===== config.mk =====
export PLATFORM = sky130hd
export DESIGN_NAME = arp_cache_with_aging_unit
export DESIGN_NICKNAME = d
export VERILOG_FILES = /design/src/rtl/arpc_pkg.sv /design/src/rtl/arpc_ctrl.sv /design/src/rtl/arpc_datapath.sv /design/src/rtl/arpc_regs.sv /design/src/rtl/arp_cache_with_aging_unit.sv
export SDC_FILE = /design/constraint.sdc
export NUM_CORES = 2
export LEC_CHECK = 0
export BUFFER_PORTS_ARGS = -buffer_cell sky130_fd_sc_hd__buf_2
export CAP_MARGIN = 20
export CORE_MARGIN = 4
export CORE_UTILIZATION = 40
export CTS_BUF_LIST = sky130_fd_sc_hd__clkbuf_8
export DETAILED_ROUTE_END_ITERATION = 8
export RECOVER_POWER = 100
export SLEW_MARGIN = 5
export SYNTH_ARGS = -nofsm -noshare
export SYNTH_HDL_FRONTEND = slang
export SYNTH_HIERARCHICAL = 1
export SYNTH_SLANG_ARGS = --single-unit
export TNS_END_PERCENT = 30

===== constraint.sdc =====
create_clock -name clk_i -period 22.6 [get_ports clk_i]
set_clock_uncertainty 0.2 [all_clocks]
set_input_delay 2.26 -clock clk_i [delete_from_list [all_inputs] [get_ports clk_i]]
set_output_delay 2.26 -clock clk_i [all_outputs]
set_load 0.05 [all_outputs]

===== src/rtl/arpc_pkg.sv =====
// arpc_pkg: types, codes and constants for the ARP cache.
// No dependencies.
`timescale 1ns / 1ps
package arpc_pkg;
  localparam int unsigned TableEntriesDef = 8;

  typedef enum logic [1:0] {
    FUNC_LEARN = 2'd0,
    FUNC_ARP   = 2'd1,
    FUNC_TICK  = 2'd2,
    FUNC_LOOK  = 2'd3
  } func_e;

  typedef enum logic [2:0] {
    ACT_NONE    = 3'd0,
    ACT_REFRESH = 3'd1,
    ACT_INSERT  = 3'd2,
    ACT_EVICT   = 3'd3,
    ACT_EXPIRE  = 3'd4
  } action_e;

  localparam logic [15:0] OpRequest = 16'd1;
  localparam logic [15:0] OpReply   = 16'd2;

  typedef enum logic [2:0] {
    REG_HOST_IP  = 3'd0,
    REG_MASK     = 3'd1,
    REG_OWN_MAC  = 3'd2,
    REG_AGING    = 3'd3,
    REG_MIN_SIZE = 3'd4
  } reg_e;

  typedef struct packed {
    logic [1:0]  func;
    logic [31:0] src_ip;
    logic [47:0] src_mac;
    logic [31:0] dst_ip;
    logic [15:0] arp_opcode;
    logic [10:0] packet_size;
  } in_item_t;

  typedef struct packed {
    logic        send_reply;
    logic [47:0] reply_dst_mac;
    logic [31:0] reply_dst_ip;
    logic [47:0] reply_src_mac;
    logic        hit;
    logic [47:0] hit_mac;
    logic [2:0]  table_action;
  } out_item_t;

  typedef struct packed {
    logic [31:0] host_ip;
    logic [31:0] subnet_mask;
    logic [47:0] own_mac;
    logic [15:0] aging_limit;
    logic [10:0] min_arp_size;
  } cfg_t;

  // controller -> datapath
  typedef struct packed {
    logic load;     // capture input item, compute matches
    logic execute;  // commit table change, build result
  } cmd_t;
endpackage


===== src/rtl/arpc_ctrl.sv =====
// arpc_ctrl: controller FSM sequencing capture, execute and result handoff.
// Depends on arpc_pkg.
`timescale 1ns / 1ps
module arpc_ctrl (
  input  logic           clk_i,
  input  logic           rst_ni,
  input  logic           in_valid_i,
  output logic           in_stall_o,
  output logic           out_valid_o,
  input  logic           out_stall_i,
  output arpc_pkg::cmd_t cmd_o
);
  import arpc_pkg::*;

  typedef enum logic [2:0] {
    ST_IDLE = 3'b001,
    ST_EXEC = 3'b010,
    ST_OUT  = 3'b100
  } state_e;

  state_e state_q, state_d;
  logic   acc;

  // Next item is taken as the result is taken.
  assign in_stall_o  = !(state_q == ST_IDLE || (state_q == ST_OUT && !out_stall_i));
  assign acc         = in_valid_i && !in_stall_o;
  assign out_valid_o = (state_q == ST_OUT);
  assign cmd_o.load    = acc;
  assign cmd_o.execute = (state_q == ST_EXEC);

  always_comb begin
    state_d = state_q;
    unique case (state_q)
      ST_IDLE: if (acc) state_d = ST_EXEC;
      ST_EXEC: state_d = ST_OUT;
      ST_OUT: begin
        if (!out_stall_i) state_d = acc ? ST_EXEC : ST_IDLE;
      end
      default: state_d = ST_IDLE;
    endcase
  end

  always_ff @(posedge clk_i or negedge rst_ni) begin
    if (!rst_ni) state_q <= ST_IDLE;
    else         state_q <= state_d;
  end
endmodule


===== src/rtl/arpc_datapath.sv =====
// arpc_datapath: cache table, tick counter, match/age logic, result register.
// Depends on arpc_pkg.
`timescale 1ns / 1ps
module arpc_datapath #(
  parameter int unsigned TableEntries = arpc_pkg::TableEntriesDef
) (
  input  logic                clk_i,
  input  logic                rst_ni,
  input  arpc_pkg::cmd_t      cmd_i,
  input  arpc_pkg::in_item_t  item_i,
  input  arpc_pkg::cfg_t      cfg_i,
  output arpc_pkg::out_item_t result_o
);
  import arpc_pkg::*;

  localparam int unsigned IdxW = (TableEntries > 1) ? $clog2(TableEntries) : 1;

  logic [31:0] ent_ip_q [TableEntries];
  logic [47:0] ent_mac_q [TableEntries];
  logic [15:0] ent_stamp_q [TableEntries];
  logic [15:0] now_q;
  in_item_t    item_q;
  out_item_t   res_q, res_d;

  // stage 1 registers: per-entry compare flags
  logic [TableEntries-1:0] match_q, free_q, age_q;
  logic [15:0]             age_val_q [TableEntries];

  logic [31:0] key;
  always_comb key = (item_i.func == FUNC_LOOK) ? item_i.dst_ip : item_i.src_ip;

  always_ff @(posedge clk_i) begin
    if (cmd_i.load) begin
      item_q <= item_i;
      for (int k = 0; k < TableEntries; k++) begin
        match_q[k]    <= (ent_ip_q[k] == key);
        free_q[k]     <= (ent_ip_q[k] == 32'd0);
        age_val_q[k]  <= now_q - ent_stamp_q[k];
        // age after the tick increment
        age_q[k]      <= (ent_ip_q[k] != 32'd0) &&
                         (16'(now_q + 16'd1 - ent_stamp_q[k]) >= cfg_i.aging_limit);
      end
    end
  end

  // stage 2 selection
  logic              any_match, any_free, do_upd, on_link, arp_ok;
  logic [IdxW-1:0]   match_idx, free_idx, old_idx, slot;
  logic [15:0]       best;
  logic [47:0]       hmac;

  always_comb begin
    any_match = 1'b0; any_free = 1'b0;
    match_idx = '0; free_idx = '0; old_idx = '0; best = '0; hmac = '0;
    for (int k = TableEntries - 1; k >= 0; k--) begin
      if (match_q[k]) begin any_match = 1'b1; match_idx = IdxW'(k); end
      if (free_q[k])  begin any_free  = 1'b1; free_idx  = IdxW'(k); end
    end
    for (int k = 0; k < TableEntries; k++) begin
      if (age_val_q[k] > best) begin best = age_val_q[k]; old_idx = IdxW'(k); end
    end
    hmac = ent_mac_q[match_idx];
  end

  always_comb begin
    on_link = ((item_q.src_ip ^ cfg_i.host_ip) & cfg_i.subnet_mask) == 32'd0;
    arp_ok  = (item_q.packet_size >= cfg_i.min_arp_size) &&
              (item_q.dst_ip == cfg_i.host_ip);
    do_upd  = 1'b0;
    res_d   = '0;
    unique case (func_e'(item_q.func))
      FUNC_LEARN: do_upd = on_link;
      FUNC_ARP: begin
        if (arp_ok && item_q.arp_opcode == OpRequest) begin
          res_d.send_reply    = 1'b1;
          res_d.reply_dst_mac = item_q.src_mac;
          res_d.reply_dst_ip  = item_q.src_ip;
          res_d.reply_src_mac = cfg_i.own_mac;
        end
        do_upd = arp_ok && item_q.arp_opcode == OpReply;
      end
      FUNC_TICK: if (|age_q) res_d.table_action = ACT_EXPIRE;
      FUNC_LOOK: begin
        if (item_q.dst_ip != 32'd0 && any_match) begin
          res_d.hit = 1'b1;
          res_d.hit_mac = hmac;
        end
      end
      default: ;
    endcase
    if (item_q.src_ip == 32'd0) do_upd = 1'b0;
    slot = any_match ? match_idx : (any_free ? free_idx : old_idx);
    if (do_upd)
      res_d.table_action = any_match ? ACT_REFRESH : (any_free ? ACT_INSERT : ACT_EVICT);
  end

  always_ff @(posedge clk_i) begin
    if (cmd_i.execute) begin
      res_q <= res_d;
      if (do_upd) begin
        ent_mac_q[slot]   <= item_q.src_mac;
        ent_stamp_q[slot] <= now_q;
      end
    end
  end

  always_ff @(posedge clk_i or negedge rst_ni) begin
    if (!rst_ni) begin
      now_q <= '0;
      for (int k = 0; k < TableEntries; k++) ent_ip_q[k] <= '0;
    end else if (cmd_i.execute) begin
      if (item_q.func == FUNC_TICK) begin
        now_q <= now_q + 16'd1;
        for (int k = 0; k < TableEntries; k++)
          if (age_q[k]) ent_ip_q[k] <= '0;
      end else if (do_upd) begin
        ent_ip_q[slot] <= item_q.src_ip;
      end
    end
  end

  assign result_o = res_q;
endmodule


===== src/rtl/arpc_regs.sv =====
// arpc_regs: APB configuration register file.
// Depends on arpc_pkg.
`timescale 1ns / 1ps
module arpc_regs (
  input  logic           clk_i,
  input  logic           rst_ni,
  input  logic           psel,
  input  logic           penable,
  input  logic           pwrite,
  input  logic [5:0]     paddr,
  input  logic [63:0]    pwdata,
  output logic [63:0]    prdata,
  output logic           pready,
  output arpc_pkg::cfg_t cfg_o
);
  import arpc_pkg::*;

  cfg_t cfg_q;
  logic wr;
  reg_e idx;

  assign pready = 1'b1;
  assign wr     = psel && penable && pwrite;
  assign idx    = reg_e'(paddr[5:3]);

  always_ff @(posedge clk_i or negedge rst_ni) begin
    if (!rst_ni) begin
      cfg_q.host_ip      <= 32'd0;
      cfg_q.subnet_mask  <= 32'hFFFF_FF00;
      cfg_q.own_mac      <= 48'd0;
      cfg_q.aging_limit  <= 16'd60;
      cfg_q.min_arp_size <= 11'd28;
    end else if (wr) begin
      unique case (idx)
        REG_HOST_IP:  cfg_q.host_ip      <= pwdata[31:0];
        REG_MASK:     cfg_q.subnet_mask  <= pwdata[31:0];
        REG_OWN_MAC:  cfg_q.own_mac      <= pwdata[47:0];
        REG_AGING:    cfg_q.aging_limit  <= pwdata[15:0];
        REG_MIN_SIZE: cfg_q.min_arp_size <= pwdata[10:0];
        default: ;
      endcase
    end
  end

  always_comb begin
    unique case (idx)
      REG_HOST_IP:  prdata = {32'd0, cfg_q.host_ip};
      REG_MASK:     prdata = {32'd0, cfg_q.subnet_mask};
      REG_OWN_MAC:  prdata = {16'd0, cfg_q.own_mac};
      REG_AGING:    prdata = {48'd0, cfg_q.aging_limit};
      REG_MIN_SIZE: prdata = {53'd0, cfg_q.min_arp_size};
      default:      prdata = 64'd0;
    endcase
  end

  assign cfg_o = cfg_q;
endmodule


===== src/rtl/arp_cache_with_aging_unit.sv =====
// ARP cache with aging: IP-to-MAC table, TableEntries entries.
// Flow: an accepted item is captured, then executed, before its result is offered.
// Occupancy: one transaction in flight; the next is accepted as its result is taken,
//   since the compare-then-commit pair through the table's flip-flops must finish first.
// Reset: asynchronous active low; all entries free, tick counter zero,
//   registers at their documented defaults. No clearing pass.
`timescale 1ns / 1ps
module arp_cache_with_aging_unit #(
  parameter int unsigned TableEntries = arpc_pkg::TableEntriesDef
) (
  input  logic                clk_i,
  input  logic                rst_ni,
  // input transaction channel
  input  logic                in_valid_i,
  output logic                in_stall_o,
  input  arpc_pkg::in_item_t  in_item_i,
  // result transaction channel
  output logic                out_valid_o,
  input  logic                out_stall_i,
  output arpc_pkg::out_item_t out_item_o,
  // configuration (64-bit data, 8-byte register pitch)
  input  logic                psel,
  input  logic                penable,
  input  logic                pwrite,
  input  logic [5:0]          paddr,
  input  logic [63:0]         pwdata,
  output logic [63:0]         prdata,
  output logic                pready
);
  import arpc_pkg::*;

  cfg_t cfg;
  cmd_t cmd;

  arpc_regs u_regs (
    .clk_i, .rst_ni, .psel, .penable, .pwrite, .paddr, .pwdata,
    .prdata, .pready, .cfg_o(cfg)
  );

  // Controller: one item in flight; next accepted as result leaves.
  arpc_ctrl u_ctrl (
    .clk_i, .rst_ni, .in_valid_i, .in_stall_o, .out_valid_o, .out_stall_i,
    .cmd_o(cmd)
  );

  // Datapath: per-entry compares registered, then update/tick commit.
  arpc_datapath #(.TableEntries(TableEntries)) u_dp (
    .clk_i, .rst_ni, .cmd_i(cmd), .item_i(in_item_i), .cfg_i(cfg),
    .result_o(out_item_o)
  );
endmodule


==> impl_results.md <==
* RSZ-0062 raised after global routing: false
* Number of resized instances in the post-cts repair step at 0
* Effective utilization at floorplan at 40.3%
* Insertion delay of the later-clocked pin in the worst-skew pair at approximately 1 ns
* Maximum vdd drop at approximately 0.1 mV
* Post-detailed-route DRC marker count at 0
* Most used flip-flop cell after synthesis: edfxtp_1
* Total count of hold-check failures in the final report at 0
* Clk slew on worst S/H paths at 0.07 ns
* Final net count at about 8000
* Count of yosys warnings during synthesis at 6
* Number of buffers added by the clock tree synthesis step at 240
* Post-Syn Area per Cell at ~11 um^2
* Iter 0 DRT Violations at ~4700
* Max-slew violation total from the final report at about 1300
* Worst Setup End Kind: flip-flop
* Critical path fanouts, max at 33
* Post-detailed-route wirelength per cell at ~22 um
* Critical Path Slowest Stage Cell: a311oi_1
* Run status: complete, but fails checks
* Quantity of hold-fixing buffers added after cts at 0
* Delay of the slowest cell on the worst path at approximately 0.8 ns
* Detailed Routing Iterations Pass 1 at 6
* Worst slack at placement at roughly 2.6 ns
* Setup TNS Final at 0 ns
* Total Wirelength at 226000 um
* Clock Sinks at 1400
* Top cell by count, worst path: a21o_1
* Number of standard-cell rows in the floorplan at about 160
* Overall die height at between 400 and 500 um
* #FFs+latches synth at 1400
* I/O pin count at about 470
* Fillcell total at between 15000 and 20000
* Die footprint at between 0.15 and 0.2 mm^2
* Core area at between 0.15 and 0.2 mm^2
* Power per unit of standard cell area at approximately 110 mW/mm^2
* Critical Path AT at 20.97 ns
* Launching element type of the critical path: flip-flop
* Share of synthesized area occupied by flip-flops and latches at a little over half
* Maximum root-to-sink buffer count at 3
* Via density per instance at 5.41
* Buffers and inverters on the worst path at 6
* TritonCTS clock tree: done
* Violations in the final reports: max-capacitance violations, max-slew violations
* Final Cycle Share at about nine tenths
* Leading cell type in the layout, fill and taps excluded: nand2_1
* Syn Inst Count at between 6000 and 7000
* Library cell occupying the most area in the post-synthesis netlist: edfxtp_1
* GRT Resource Usage Total at between 20% and 30%
* Detail Placement HPWL at 153000 um
* Minimum setup slack in the final design at approximately 2.0 ns
* RD Place Congestion at slightly above 0.9
* Number of buffer cells added on primary ports at about 430
* Detailed-route via count at about 55000
* Horiz. Die Dim at about 440 um
* Library cell used as clock root buffer: clkbuf_8
* Number of violations of the max-capacitance limit at 25
* Remaining Overflow, GRT at 0
* Total setup buffers inserted after CTS at 0
* Number of distinct library cells after synthesis at ~90
* Post-Syn Area at between 0.07 and 0.08 mm^2
* Fraction of layout instances using a drive strength above 1 at 10.7%
* Global-route wire length before repair at about 330000 um
* Upper clock frequency limit at about 0.049 GHz
* Reported leakage power at ~34 nW
* Layout area overhead at 12.8%
* Top area cells in the synthesized netlist: edfxtp_1 (40%), dfrtp_1 (13%), ha_1 (8.2%)
* Highest-count cells in the layout ignoring fill and taps: nand2_1 (1097), edfxtp_1 (986), inv_1 (488), ha_1 (488), nor2_1 (440)
* Yosys top cell area share at 39.6%
* H-tree Lvls at 4
* Path type of the worst min-delay path: reg -> reg
* Clock period minus worst slack at just over 20 ns
* Antenna-violating nets left at 0
* Worst endpoint required time at approximately 23 ns
* Kind of cell adding the most delay to the critical path: compound AO/OA/AOI/OAI gates
* Number of flops mapped to enable cells by yosys at ~990
* Count of endpoints failing setup in the final report at 0
* Category of the critical setup timing path: reg -> reg
* Fraction of synthesis flops using an asynchronous set or reset pin at 29.6%
* Remaining max-slew budget at the tightest pin at -459%
* Number of global-route vias before repair at about 53000
* Worst-Margin Slew at 8.39 ns
* Maximum number of pins on one net before global-route repair at 177
* Number of antenna violations at the first check in global routing at 7
## area by class of cell
class,instances,area (um^2),area share (%)
multi-input cells,4837,32200,38.2
well taps,2480,3100,3.68
flip-flops and latches,1400,40000,47.4
diodes,8,20.0,0.0237
clock buffers,263,3620,4.29
repair buffers,590,2890,3.43
clock inverters,183,1040,1.23
inverters,390,1460,1.73
## state kept, by name, summed over array words and instances, names as in the netlist
signal,count
u_dp/free_q,8
u_dp/now_q,16
u_dp/item_q,141
u_dp/age_q,8
u_dp/ent_ip_q,256
u_dp/ent_mac_q,384
u_dp/match_q,8
u_dp/ent_stamp_q,128
u_regs/cfg_o,139
u_ctrl/state_q,3
u_dp/result_o,181
u_dp/age_val_q,128
## synth_stat cells (all sizes together) (31+ instances only)
cell type / count
and2: 176
nor3: 62
a21boi: 115
nand2: 1100
inv: 390
nand4: 69
buf: 93
o211ai: 43
ha: 488
xnor2: 327
mux2i: 103
clkbuf: 184
a21oi: 143
edfxtp: 986
dfstp: 32
mux2: 157
nor4: 196
xor2: 101
a211oi: 31
a311oi: 58
nor2: 444
dfrtp: 382
nor2b: 50
o21ai: 462
and3: 92
a31oi: 55
nand3: 141
a21o: 148
## metrics by stage
step | util, % | cell area (um^2) | total power [mW] | std cells | hold slack (ns)
6_report | 45.5 | 84400 | 9.08 | 10200 | 0.317
5_1_grt | 45.5 | 84400 | 9.66 | 10100 | 0.333
4_1_cts | 45.8 | 85100 | 9.13 | 10100 | 0.317
3_5_place_dp | 43.3 | 80400 | 6.85 | 9691 | 0.304
3_3_place_gp | 43.3 | 80400 | 6.79 | 9684 | 0.298
2_1_floorplan | - | 74900 | 5.79 | 6904 | 0.281
## routing by layer
layer / vias up / track usage (%) / part of all wire [%]
met5: - / 0 / 0.0057
met4: 2 / 7.89 / 3.4
met1: 26800 / 31.1 / 44
li1: 25800 / - / -
met3: 424 / 4.12 / 6.8
met2: 1907 / 36.3 / 46
## power by group
part / switching, mW / internal [mW] / leakage (nW)
registers: 0.249 / 3.17 / 14.4
clock network: 1.08 / 1.17 / 2.74
logic: 2.17 / 1.25 / 17.1
total: 3.49 / 5.59 / 34.3
## worst register-to-register path, delay by kind of cell (launching register included)
family | cells | cell delay [ns]
simple gates | 23 | 5.19
compound gates | 31 | 9.12
buf+inv | 6 | 1.93
fa+ha+maj | 7 | 2.04
flops | 1 | 0.39
mux | 4 | 1.35
## final timing paths
kind | startpoint | to | slack (ns) | cells past startpoint
max in group asynchronous | rst_ni | u_regs/cfg_o[68] | 8.60 | 2
setup reg to reg | u_dp/age_val_q[0][31] | u_dp/ent_mac_q[3][47] | 2.02 | 71
hold / removal | u_regs/cfg_o[70] | u_regs/cfg_o[70] | 0.32 | 1
min in group asynchronous | rst_ni | u_regs/cfg_o[47] | 3.48 | 1
setup / recovery | u_dp/age_val_q[0][31] | u_dp/ent_mac_q[3][47] | 2.02 | 71
hold reg to reg | u_regs/cfg_o[70] | u_regs/cfg_o[70] | 0.32 | 1
## logic make-up after synthesis
family / share of synthesized area, %
fa+ha+maj: 8.59
simple gates: 15.1
xor+xnor: 5.01
flops: 53.5
compound gates: 10.3
other cells: 0.0100
buf+inv: 3.61
mux: 3.89
No activity file was read; power rests on OpenSTA's default activity.
